[src/design/uwc_pkg.sv]
// ----------------------------------------------------------------------------
// UTF-8 display width counter: shared package
// Byte codes, the input item layout, lead byte decode and output saturation.
// ----------------------------------------------------------------------------
package uwc_pkg;

  // Width of the running accumulator (8 to 32).
  localparam int unsigned WIDTH_BITS = 16;
  // Width of the column_width result field.
  localparam int unsigned COL_W      = 16;
  localparam int unsigned EXT_W      = (WIDTH_BITS > COL_W) ? WIDTH_BITS : COL_W;

  localparam logic [7:0] ESC_BYTE     = 8'h1B;
  localparam logic [7:0] ASCII_LIMIT  = 8'h80;
  localparam logic [7:0] LEAD2_MASK   = 8'hE0;
  localparam logic [7:0] LEAD2_CODE   = 8'hC0;
  localparam logic [7:0] LEAD3_MASK   = 8'hF0;
  localparam logic [7:0] LEAD3_CODE   = 8'hE0;
  localparam logic [7:0] LEAD4_MASK   = 8'hF8;
  localparam logic [7:0] LEAD4_CODE   = 8'hF0;
  localparam logic [7:0] CSI_OPEN     = 8'h5B;  // '['
  localparam logic [7:0] CSI_FINAL_LO = 8'h40;  // '@'
  localparam logic [7:0] CSI_FINAL_HI = 8'h7E;  // '~'

  typedef struct packed {
    logic [7:0] text_byte;
    logic       is_final_byte;
  } item_t;

  // What a byte does when it is seen in normal text mode.
  typedef struct packed {
    logic       is_esc;
    logic [1:0] add;
    logic [1:0] skip;
  } lead_t;

  function automatic lead_t lead_decode(input logic [7:0] b);
    lead_t d;
    d = '0;
    if (b == ESC_BYTE) begin
      d.is_esc = 1'b1;
    end else if (b < ASCII_LIMIT) begin
      d.add = 2'd1;
    end else if ((b & LEAD2_MASK) == LEAD2_CODE) begin
      d.add  = 2'd1;
      d.skip = 2'd1;
    end else if ((b & LEAD3_MASK) == LEAD3_CODE) begin
      d.add  = 2'd2;
      d.skip = 2'd2;
    end else if ((b & LEAD4_MASK) == LEAD4_CODE) begin
      d.add  = 2'd2;
      d.skip = 2'd3;
    end
    return d;
  endfunction

  // Clamp the accumulator into the result field.
  function automatic logic [COL_W-1:0] sat_col(input logic [WIDTH_BITS-1:0] acc);
    logic [EXT_W-1:0] ext;
    logic [EXT_W-1:0] lim;
    ext = EXT_W'(acc);
    lim = EXT_W'({COL_W{1'b1}});
    return (ext > lim) ? {COL_W{1'b1}} : COL_W'(ext);
  endfunction

endpackage

[src/design/uwc_scan.sv]
// ----------------------------------------------------------------------------
// UTF-8 display width counter: scanner
// Holds the scan mode, skip count and running width, and works out the
// next state and the result for the item in the input register.
// ----------------------------------------------------------------------------
module uwc_scan (
  input  logic                        clk,
  input  logic                        rst,
  input  logic                        step,
  input  uwc_pkg::item_t              item,
  output logic [uwc_pkg::COL_W-1:0]   result_width
);
  import uwc_pkg::*;

  typedef enum logic [1:0] {
    MODE_NORMAL,
    MODE_ESC,
    MODE_CSI,
    MODE_SKIP
  } scan_mode_t;

  scan_mode_t            scan_mode;
  scan_mode_t            scan_mode_next;
  logic [1:0]            bytes_to_skip;
  logic [1:0]            bytes_to_skip_next;
  logic [WIDTH_BITS-1:0] width_accumulator;
  logic [WIDTH_BITS-1:0] width_next;
  logic [WIDTH_BITS:0]   width_sum;
  logic [1:0]            delta;
  logic [2:0]            delta_total;
  lead_t                 lead;

  assign lead = lead_decode(item.text_byte);

  always_comb begin
    scan_mode_next     = scan_mode;
    bytes_to_skip_next = bytes_to_skip;
    delta              = 2'd0;
    delta_total        = 3'd0;
    case (scan_mode)
      MODE_NORMAL, MODE_ESC: begin
        if (scan_mode == MODE_ESC && item.text_byte == CSI_OPEN) begin
          scan_mode_next = MODE_CSI;
        end else begin
          // A pending ESC not followed by '[' counts as a plain character.
          delta_total    = (scan_mode == MODE_ESC) ? 3'd1 : 3'd0;
          scan_mode_next = MODE_NORMAL;
          delta          = lead.add;
          if (lead.is_esc) begin
            scan_mode_next = MODE_ESC;
          end else if (lead.skip != 2'd0) begin
            scan_mode_next     = MODE_SKIP;
            bytes_to_skip_next = lead.skip;
          end
        end
      end
      MODE_CSI: begin
        if (item.text_byte >= CSI_FINAL_LO && item.text_byte <= CSI_FINAL_HI) begin
          scan_mode_next = MODE_NORMAL;
        end
      end
      default: begin
        if (bytes_to_skip <= 2'd1) begin
          bytes_to_skip_next = 2'd0;
          scan_mode_next     = MODE_NORMAL;
        end else begin
          bytes_to_skip_next = bytes_to_skip - 2'd1;
        end
      end
    endcase
    delta_total = delta_total + 3'(delta);
    // An ESC still pending at the end of the string counts one column.
    if (item.is_final_byte && scan_mode_next == MODE_ESC) begin
      delta_total = delta_total + 3'd1;
    end
  end

  assign width_sum  = {1'b0, width_accumulator} + (WIDTH_BITS + 1)'(delta_total);
  assign width_next = width_sum[WIDTH_BITS] ? {WIDTH_BITS{1'b1}} : width_sum[WIDTH_BITS-1:0];
  assign result_width = sat_col(width_next);

  always_ff @(posedge clk) begin
    if (rst) begin
      scan_mode         <= MODE_NORMAL;
      bytes_to_skip     <= 2'd0;
      width_accumulator <= '0;
    end else if (step) begin
      if (item.is_final_byte) begin
        scan_mode         <= MODE_NORMAL;
        bytes_to_skip     <= 2'd0;
        width_accumulator <= '0;
      end else begin
        scan_mode         <= scan_mode_next;
        bytes_to_skip     <= bytes_to_skip_next;
        width_accumulator <= width_next;
      end
    end
  end

endmodule

[src/design/uwc_out_stage.sv]
// ----------------------------------------------------------------------------
// UTF-8 display width counter: result register
// Holds one finished width until the downstream side takes it.
// ----------------------------------------------------------------------------
module uwc_out_stage (
  input  logic                        clk,
  input  logic                        rst,
  input  logic                        load,
  input  logic [uwc_pkg::COL_W-1:0]   load_width,
  input  logic                        out_ready,
  output logic                        out_valid,
  output logic [uwc_pkg::COL_W-1:0]   column_width,
  output logic                        hold
);
  import uwc_pkg::*;

  // Full and not being taken this cycle: a new result cannot enter.
  assign hold = out_valid && !out_ready;

  always_ff @(posedge clk) begin
    if (rst) begin
      out_valid <= 1'b0;
    end else if (load) begin
      out_valid <= 1'b1;
    end else if (out_ready) begin
      out_valid <= 1'b0;
    end
  end

  always_ff @(posedge clk) begin
    if (load) begin
      column_width <= load_width;
    end
  end

endmodule

[src/design/utf8_display_width_counter.sv]
// ----------------------------------------------------------------------------
// UTF-8 display width counter
// Counts the terminal columns of a byte string and gives the width when the
// last byte of the string has been processed.
//
//   Channel   Handshake             Payload
//   input     in_valid / in_ready   text_byte[7:0], is_final_byte
//   output    out_valid / out_ready column_width[15:0]
//
// One byte is accepted every cycle while the output side keeps up. A byte
// is registered in the input register, where the scanner updates its
// state as the byte moves on; a final byte's width is then loaded into the
// result register, from which it is shown.
// A final byte waits in the input register only while the result register
// still holds an untaken width. Reset clears all handshake and scan state.
// ----------------------------------------------------------------------------
module utf8_display_width_counter (
  input  logic                        clk,
  input  logic                        rst,
  input  logic                        in_valid,
  output logic                        in_ready,
  input  logic [7:0]                  text_byte,
  input  logic                        is_final_byte,
  output logic                        out_valid,
  input  logic                        out_ready,
  output logic [uwc_pkg::COL_W-1:0]   column_width
);
  import uwc_pkg::*;

  logic              s1_valid;
  item_t             s1_item;
  logic              adv;
  logic              hold;
  logic [COL_W-1:0]  result_width;

  // Non-final items give no result, so only a final item can stall.
  assign adv      = s1_valid && (!s1_item.is_final_byte || !hold);
  assign in_ready = !s1_valid || adv;

  always_ff @(posedge clk) begin
    if (rst) begin
      s1_valid <= 1'b0;
    end else if (in_valid && in_ready) begin
      s1_valid <= 1'b1;
    end else if (adv) begin
      s1_valid <= 1'b0;
    end
  end

  always_ff @(posedge clk) begin
    if (in_valid && in_ready) begin
      s1_item.text_byte     <= text_byte;
      s1_item.is_final_byte <= is_final_byte;
    end
  end

  uwc_scan u_scan (
    .clk          (clk),
    .rst          (rst),
    .step         (adv),
    .item         (s1_item),
    .result_width (result_width)
  );

  uwc_out_stage u_out (
    .clk          (clk),
    .rst          (rst),
    .load         (adv && s1_item.is_final_byte),
    .load_width   (result_width),
    .out_ready    (out_ready),
    .out_valid    (out_valid),
    .column_width (column_width),
    .hold         (hold)
  );

endmodule

[config.mk]
export PLATFORM = sky130hd
export DESIGN_NAME = utf8_display_width_counter
export DESIGN_NICKNAME = d
export VERILOG_FILES = /design/src/design/uwc_pkg.sv /design/src/design/uwc_scan.sv /design/src/design/uwc_out_stage.sv /design/src/design/utf8_display_width_counter.sv
export SDC_FILE = /design/constraint.sdc
export NUM_CORES = 1
export LEC_CHECK = 0
export BUFFER_PORTS_ARGS = -buffer_cell sky130_fd_sc_hd__buf_2
export CORE_MARGIN = 2
export CORE_UTILIZATION = 58
export DETAILED_ROUTE_END_ITERATION = 8
export MAX_ROUTING_LAYER = met4
export PLACE_DENSITY = 0.83
export SYNTH_ARGS = -nofsm -noshare
export SYNTH_HDL_FRONTEND = slang
export SYNTH_SLANG_ARGS = --single-unit
[constraint.sdc]
create_clock -name clk -period 4.7 [get_ports clk]
set_input_delay 0.235 -clock clk [delete_from_list [all_inputs] [get_ports clk]]
set_output_delay 0.235 -clock clk [all_outputs]
set_load 0.02 [all_outputs]
======== Word level (Yosys, flattened, before mapping) ========
Index checks and enable logic that the tools add are counted.
operators by class
  add/sub/neg operators ................... 4
  order comparisons ....................... 5
  eq/ne operators ......................... 12
  muxes and demuxes ....................... 32
  reductions and logical operators ........ 19
operator list
  cell                    count
  $mux W16                2
  $mux W2                 15
  $add A16 B3 Y17         1
  $gt A16 B16 Y1 const B  1
  $mux W4                 4
  $mux W3                 3
  $eq A8 B5 Y1 const B    1
  $eq A8 B7 Y1 const B    1
  $ge A8 B7 Y1 const B    1
  $le A8 B7 Y1 const B    1
  $lt A8 B8 Y1 const B    1
  $pmux W2 S2             2
  $logic_and A1 B1 Y1     7
  $mux W1                 6
  $ne A3 B3 Y1 const B    2
  $reduce_bool A2 Y1      3
  $eq A5 B5 Y1 const B    1
  $reduce_and A5 Y1       1
  $eq A2 B1 Y1 const B    2
  $eq A4 B4 Y1 const B    1
  $logic_not A1 Y1        4
  $add A3 B1 Y3 const B   1
  $add A3 B2 Y3           1
  $eq A3 B3 Y1 const B    1
  other kinds (8)         9
word-level totals
  flip-flop bits (word level) ............. 47
  input port bits ......................... 13
  output and inout bits ................... 18
  word-level logic and storage cells ...... 80

======== Longest topological paths before layout ========
  depth in word-level cells ............... 17
  depth in mapped cells ................... 14
  depth with buffers taken out ............ 13

======== Hierarchy ========
Synthesis repeated with hierarchy kept, for this count alone.
unflattened totals
  cells, all modules ...................... 242
  area total of the unflattened synthesis .. 2,491.1 sq um
modules (own cells, without submodules)
  module                      times used  cells each  area each (sq um)  seq. area each (sq um)
  uwc_scan                    1           206         1,636.6            400.4
  uwc_out_stage               1           19          524.3              500.5
  utf8_display_width_counter  1           17          330.3              290.3

======== Worst setup path after synthesis ========
OpenSTA, ideal clock, no wires.
  path kind ............................... flip-flop to flip-flop
  from .................................... register s1_item[8] in the netlist's numbering
  to ...................................... register u_out.column_width[12] in the netlist's numbering, data pin
  library setup time ...................... 0.254 ns
  arrival ................................. 3.267 ns
  required time ........................... 4.446 ns
  setup slack ............................. 1.180 ns
  stages on the path, launching flop included .. 14
  buffers on the path ..................... 1
  period minus slack after synthesis ...... 3.520 ns
  cell sequence ........................... edfxtp_1 -> or3_1 -> nor2_2 -> nand2_1 -> and3_1 -> ha_1 -> fa_1 -> mux2i_1 -> fa_1 -> or2b_1 -> a21oi_1 -> buf_2 -> and4_1 -> nor2_1
on the way
  word-level cells in the longest chain between the ends .. 17
  elaborated cells on any way between the ends .. 35
  classes of those cells .................. add/sub: 3; order compare: 4; eq/ne: 6; mux: 18; reduce/logical: 4
ends and longest elaborated chain
  item                                                   RTL line                          RTL
  from (decl)                                            utf8_display_width_counter.sv:31  item_t s1_item;
  branches (longest 13 deep; another with $lt A8 B8 Y1)  n/a
  $mux W3 (*)                                            uwc_scan.sv:73                    if (item.is_final_byte && scan_mode_next == MODE_ESC) begin
  $add A16 B3 Y17 (*)                                    uwc_scan.sv:78                    assign width_sum = {1'b0, width_accumulator} + (WIDTH_BITS + 1)'(delta_total);
  $mux W16 (*)                                           uwc_scan.sv:79                    assign width_next = width_sum[WIDTH_BITS] ? {WIDTH_BITS{1'b1}} : width_sum[WIDTH_BITS-1:0];
  net u_scan.width_next[12]                              uwc_scan.sv:27                    logic [WIDTH_BITS-1:0] width_next;
  $gt A16 B16 Y1                                         uwc_pkg.sv:63                     return (ext > lim) ? {COL_W{1'b1}} : COL_W'(ext);
  to (signal assigned)                                   uwc_out_stage.sv:32               column_width <= load_width;
  to (decl)                                              uwc_out_stage.sv:12               output logic [uwc_pkg::COL_W-1:0] column_width,
Mark *: on every way through the listed nets, which the timed path passes.
A chain may end at the register's enable or synchronous reset.

======== Worst setup path in the final report ========
  from .................................... register s1_item[6] in the netlist's numbering
  to ...................................... register u_out.column_width[14] in the netlist's numbering, data pin
The elaborated chain is that of the path after synthesis.

==> metrics.md <==
| Metric | Value |
|---|---|
| Final critical-path share of the clock period | 0.8739 |
| Crit path max fanout | 11 |
| Ys Warns | 0 |
| CP Capture Type | flop |
| Die width | 70.05 um |
| Dominant cell type by area after synthesis | edfxtp_1 |
| Via count | 2037 |
| Setup TNS Final | 0 ns |
| Leakage power | 1.069 nW |
| Setup CP Type | flop to flop |
| Layout area overhead | 10.39% |
| Post-synthesis register bit count | 47 |
| Status | completed |
| Final Hold Fails | 0 |
| Total grt overflow | 0 |
| Row count | 24 |
| Unrepaired setup endpoints after global routing | no |
| Post-synthesis cell type count | 58 |
| Critical-path top delay cell | a21oi_1 |
| Total setup buffers inserted after CTS | 0 |
| DR pass1 iterations | 4 |
| WHS Endpoint | s1_item[0]$_DFFE_PP_ |
| Worst-path cell chain | or3_1 -> nor2_2 -> nand2_1 -> and3_1 -> ha_1 -> fa_1 -> mux2i_1 -> fa_1 -> or2b_1 -> a21oi_1 -> a31o_2 -> nand3_1 |
| Routed WL | 5.065 mm |
| Initial Util | 0.5933 |
| Crit Reg-Reg Endpoint | u_out.column_width[14]$_DFFE_PP_ |
| Buffers added on ports | 30 |
| Largest net degree at the start of global routing | 19 |
| Post-Syn Nets | 267 |
| Final core occ | 0.6549 |
| DR WL/cell | 15.49 um |
| Pwr per Cell Area | 285.4 mW/mm^2 |
| Final Max Slew Viols | 0 |
| DRC | 0 |
| Synthesized area | 0.002530 mm^2 |
| R2r startpoint | s1_item[6]$_DFFE_PP_ |
| Die ar. | 0.004906 mm^2 |
| Die Y | 70.05 um |
| Max Freq | 243.5 MHz |
| Worst hold path class | primary input to flop |
| R2R setup slack | 0.59 ns |
| Syn_area_per_cell | 10.24 um^2 |
| Share of cells above drive strength 1 | 0.1891 |
| Slew at the pin closest to its max-slew limit | 1.138 ns |
| Worst path max stage delay | 0.63 ns |
| Placed cells | 319 |
| Clk_lat worst skew | 0.31 ns |
| Antenna Cells | 0 |
| Top cells by area, synth | edfxtp_1 (30%), dfxtp_1 (17%), a21oi_1 (3.0%), nand3_1 (2.6%), ha_1 (2.5%) |
| Final non-filler cell total | 327 |
| H-tree depth | 2 |
| Minimum clock period | 4.107 ns |
| TritonCTS Buffers | 5 |
| R2R cell count | 12 |
| Clock buffer depth | 2 |
| Routed vias/inst | 6.229 |
| Initial antenna violation count | 0 |
| HP Start | is_final_byte |
| Via count of the first global-routing pass | 1915 |
| WP data arrival | 4.15 ns |
| Max-Cap Viols | 0 |
| Root Buffer | clkbuf_8 |
| First-iteration detailed-routing DRC count | 247 |
| Final antenna-violating net count | 0 |
| Hold_buf cts | 0 |
| I/O Pins | 31 |
| Most used DFF post-synth | edfxtp_1 |
| Area share of the largest cell type after synthesis | 0.2967 |
| Most used cell, CP | fa_1 |
| Hold Crit Depth | 1 |
| Setup violators final | 0 |
| Seq/Total Area, Yosys | 0.4708 |
| First-pass GRT wire length | 8.445 mm |
| CP Launch Type | flop |
| Clock skew | 0.006233 ns |
| Resized cells post-CTS | 0 |
| Core region area | 0.004264 mm^2 |
| Worst path required time | 4.74 ns |
| Sink Count | 47 |
| Clock transition at path regs | 0.08 ns |
| Max_slew headroom | 0.2383 |
| Number of synthesized flops with an enable pin | 25 |
| Final HPWL DP | 3.650 mm |
| Synthesized instance count | 247 |
| GPL Wtd Cong | 0.9072 |
| Total track usage | 0.2262 |
| CTS tree | yes |
| Fin nets | 294 |
| Max VDD drop | 217.7 uV |
| FFs w/ async S/R, synth | 0 |
cells in the mapped netlist (2+ instances only):
library cell and instances:
a21oi_1 15, or4_1 3, o21ai_0 11, mux2_2 2
a211oi_2 2, nor3_1 5, a31oi_1 2, and3_1 8
xnor2_1 6, a211oi_1 4, buf_2 7, mux2i_1 3
nor2b_1 4, or3_1 4, dfxtp_1 22, fa_1 2
o32ai_1 2, nand2_1 13, and4_1 2, nand3_1 13
a221oi_1 2, a21o_1 6, o2111ai_1 2, o22ai_1 4
edfxtp_1 25, inv_1 16, nor2_1 8, nor4_1 2
buf_6 2, nand4_1 4, nand2b_1 3, and2_1 4
o211a_1 2, a22o_1 7, o211ai_1 3, ha_1 5
how the worst max path moves through the flow:
stage,from,end,slack [ns],cells past startpoint
floorplan,s1_item[8]$_DFFE_PP_,u_out.column_width[12]$_DFFE_PP_,1.18,13
global placement,s1_item[6]$_DFFE_PP_,u_out.column_width[12]$_DFFE_PP_,0.72,12
detailed placement,s1_item[6]$_DFFE_PP_,u_out.column_width[14]$_DFFE_PP_,0.66,12
CTS,s1_item[6]$_DFFE_PP_,u_out.column_width[14]$_DFFE_PP_,0.63,12
global route,s1_item[6]$_DFFE_PP_,u_out.column_width[14]$_DFFE_PP_,0.36,12
finish,s1_item[6]$_DFFE_PP_,u_out.column_width[14]$_DFFE_PP_,0.59,12
cell families after synthesis:
| family | after synthesis | share of synthesized area |
|---|---|---|
| AO/OA/AOI/OAI | 72 | 0.2047 |
| XOR/XNOR | 6 | 0.02077 |
| adder cells (fa/ha/maj) | 7 | 0.04055 |
| buffers and inverters | 26 | 0.04946 |
| flip-flops | 47 | 0.4708 |
| multiplexers | 5 | 0.02077 |
| AND/OR/NAND/NOR | 84 | 0.1929 |
where the power goes:
group          leakage, nW  switching (mW)  total, mW  internal, mW
clock               0.0581           0.138      0.296         0.158
combinational        0.607          0.0317     0.0510        0.0193
sequential           0.404         0.00744      0.450         0.443
worst max-delay path: cells and delay by family, from the launching register on:
family	cells	cell delay, ns
and+or+nand+nor	6	1.12
muxes	1	0.10
adders and majority gates	3	1.26
DFF	1	0.47
AOI/OAI and AO/OA	2	0.89
cells in the final DEF, fill, tap and decap left out, types with 2 or more instances in the layout:
master,n
and3_1,8
nor2_1,8
nand2b_1,3
and4_1,2
o211a_1,2
or4_1,3
clkbuf_8,5
inv_1,16
a22o_1,7
o22ai_1,4
a211oi_1,4
o2111ai_1,2
nand3_1,13
nand4_1,4
mux2_2,2
a21oi_1,15
and2_1,4
a31oi_1,2
o32ai_1,2
ha_1,5
nand2_1,13
a21o_1,6
nor3_1,5
nor2b_1,4
xnor2_1,6
o21ai_0,11
buf_2,30
mux2i_1,3
a221oi_1,2
nor4_1,2
fa_1,2
or3_1,4
o211ai_1,3
a211oi_2,2
dfxtp_1,22
edfxtp_1,25
flip-flops by register name (all words and copies together) (netlist names):
register	count
s1_item	9
s1_valid	1
u_out.column_width	16
u_out.out_valid	1
u_scan.bytes_to_skip	2
u_scan.scan_mode	2
u_scan.width_accumulator	16
through the flow:
step / worst slack (ns) / power (mW) / hold slack (ns) / area, um^2
5_1_grt: 0.3633 / 0.8253 / 0.08106 / 2793
3_5_place_dp: 0.6649 / 0.5105 / 0.4134 / 2680
2_1_floorplan: 1.180 / 0.4951 / 0.3339 / 2530
6_report: 0.5929 / 0.7971 / 0.09697 / 2793
3_3_place_gp: 0.7190 / 0.5090 / 0.4116 / 2680
4_1_cts: 0.6279 / 0.8022 / 0.08978 / 2793
routing by layer:
metal | vias up | global-route usage | share of wire
met1 | 932 | 0.2625 | 0.41
met3 | 13 | 0.06205 | 0.083
met2 | 99 | 0.3725 | 0.48
met4 | 0 | 0.09188 | 0.023
met5 | - | - | 0
li1 | 993 | - | -
final cells by class:
type | instances | area (um^2)
flip-flops and latches | 47 | 1191
multi-input cells | 174 | 1214
inverters | 16 | 60.06
fillers | 349 | 1471
clock inverters | 3 | 43.79
clock buffers | 5 | 68.82
well taps | 52 | 65.06
repair buffers | 30 | 150.1
Power figures use the tool's default switching activity.
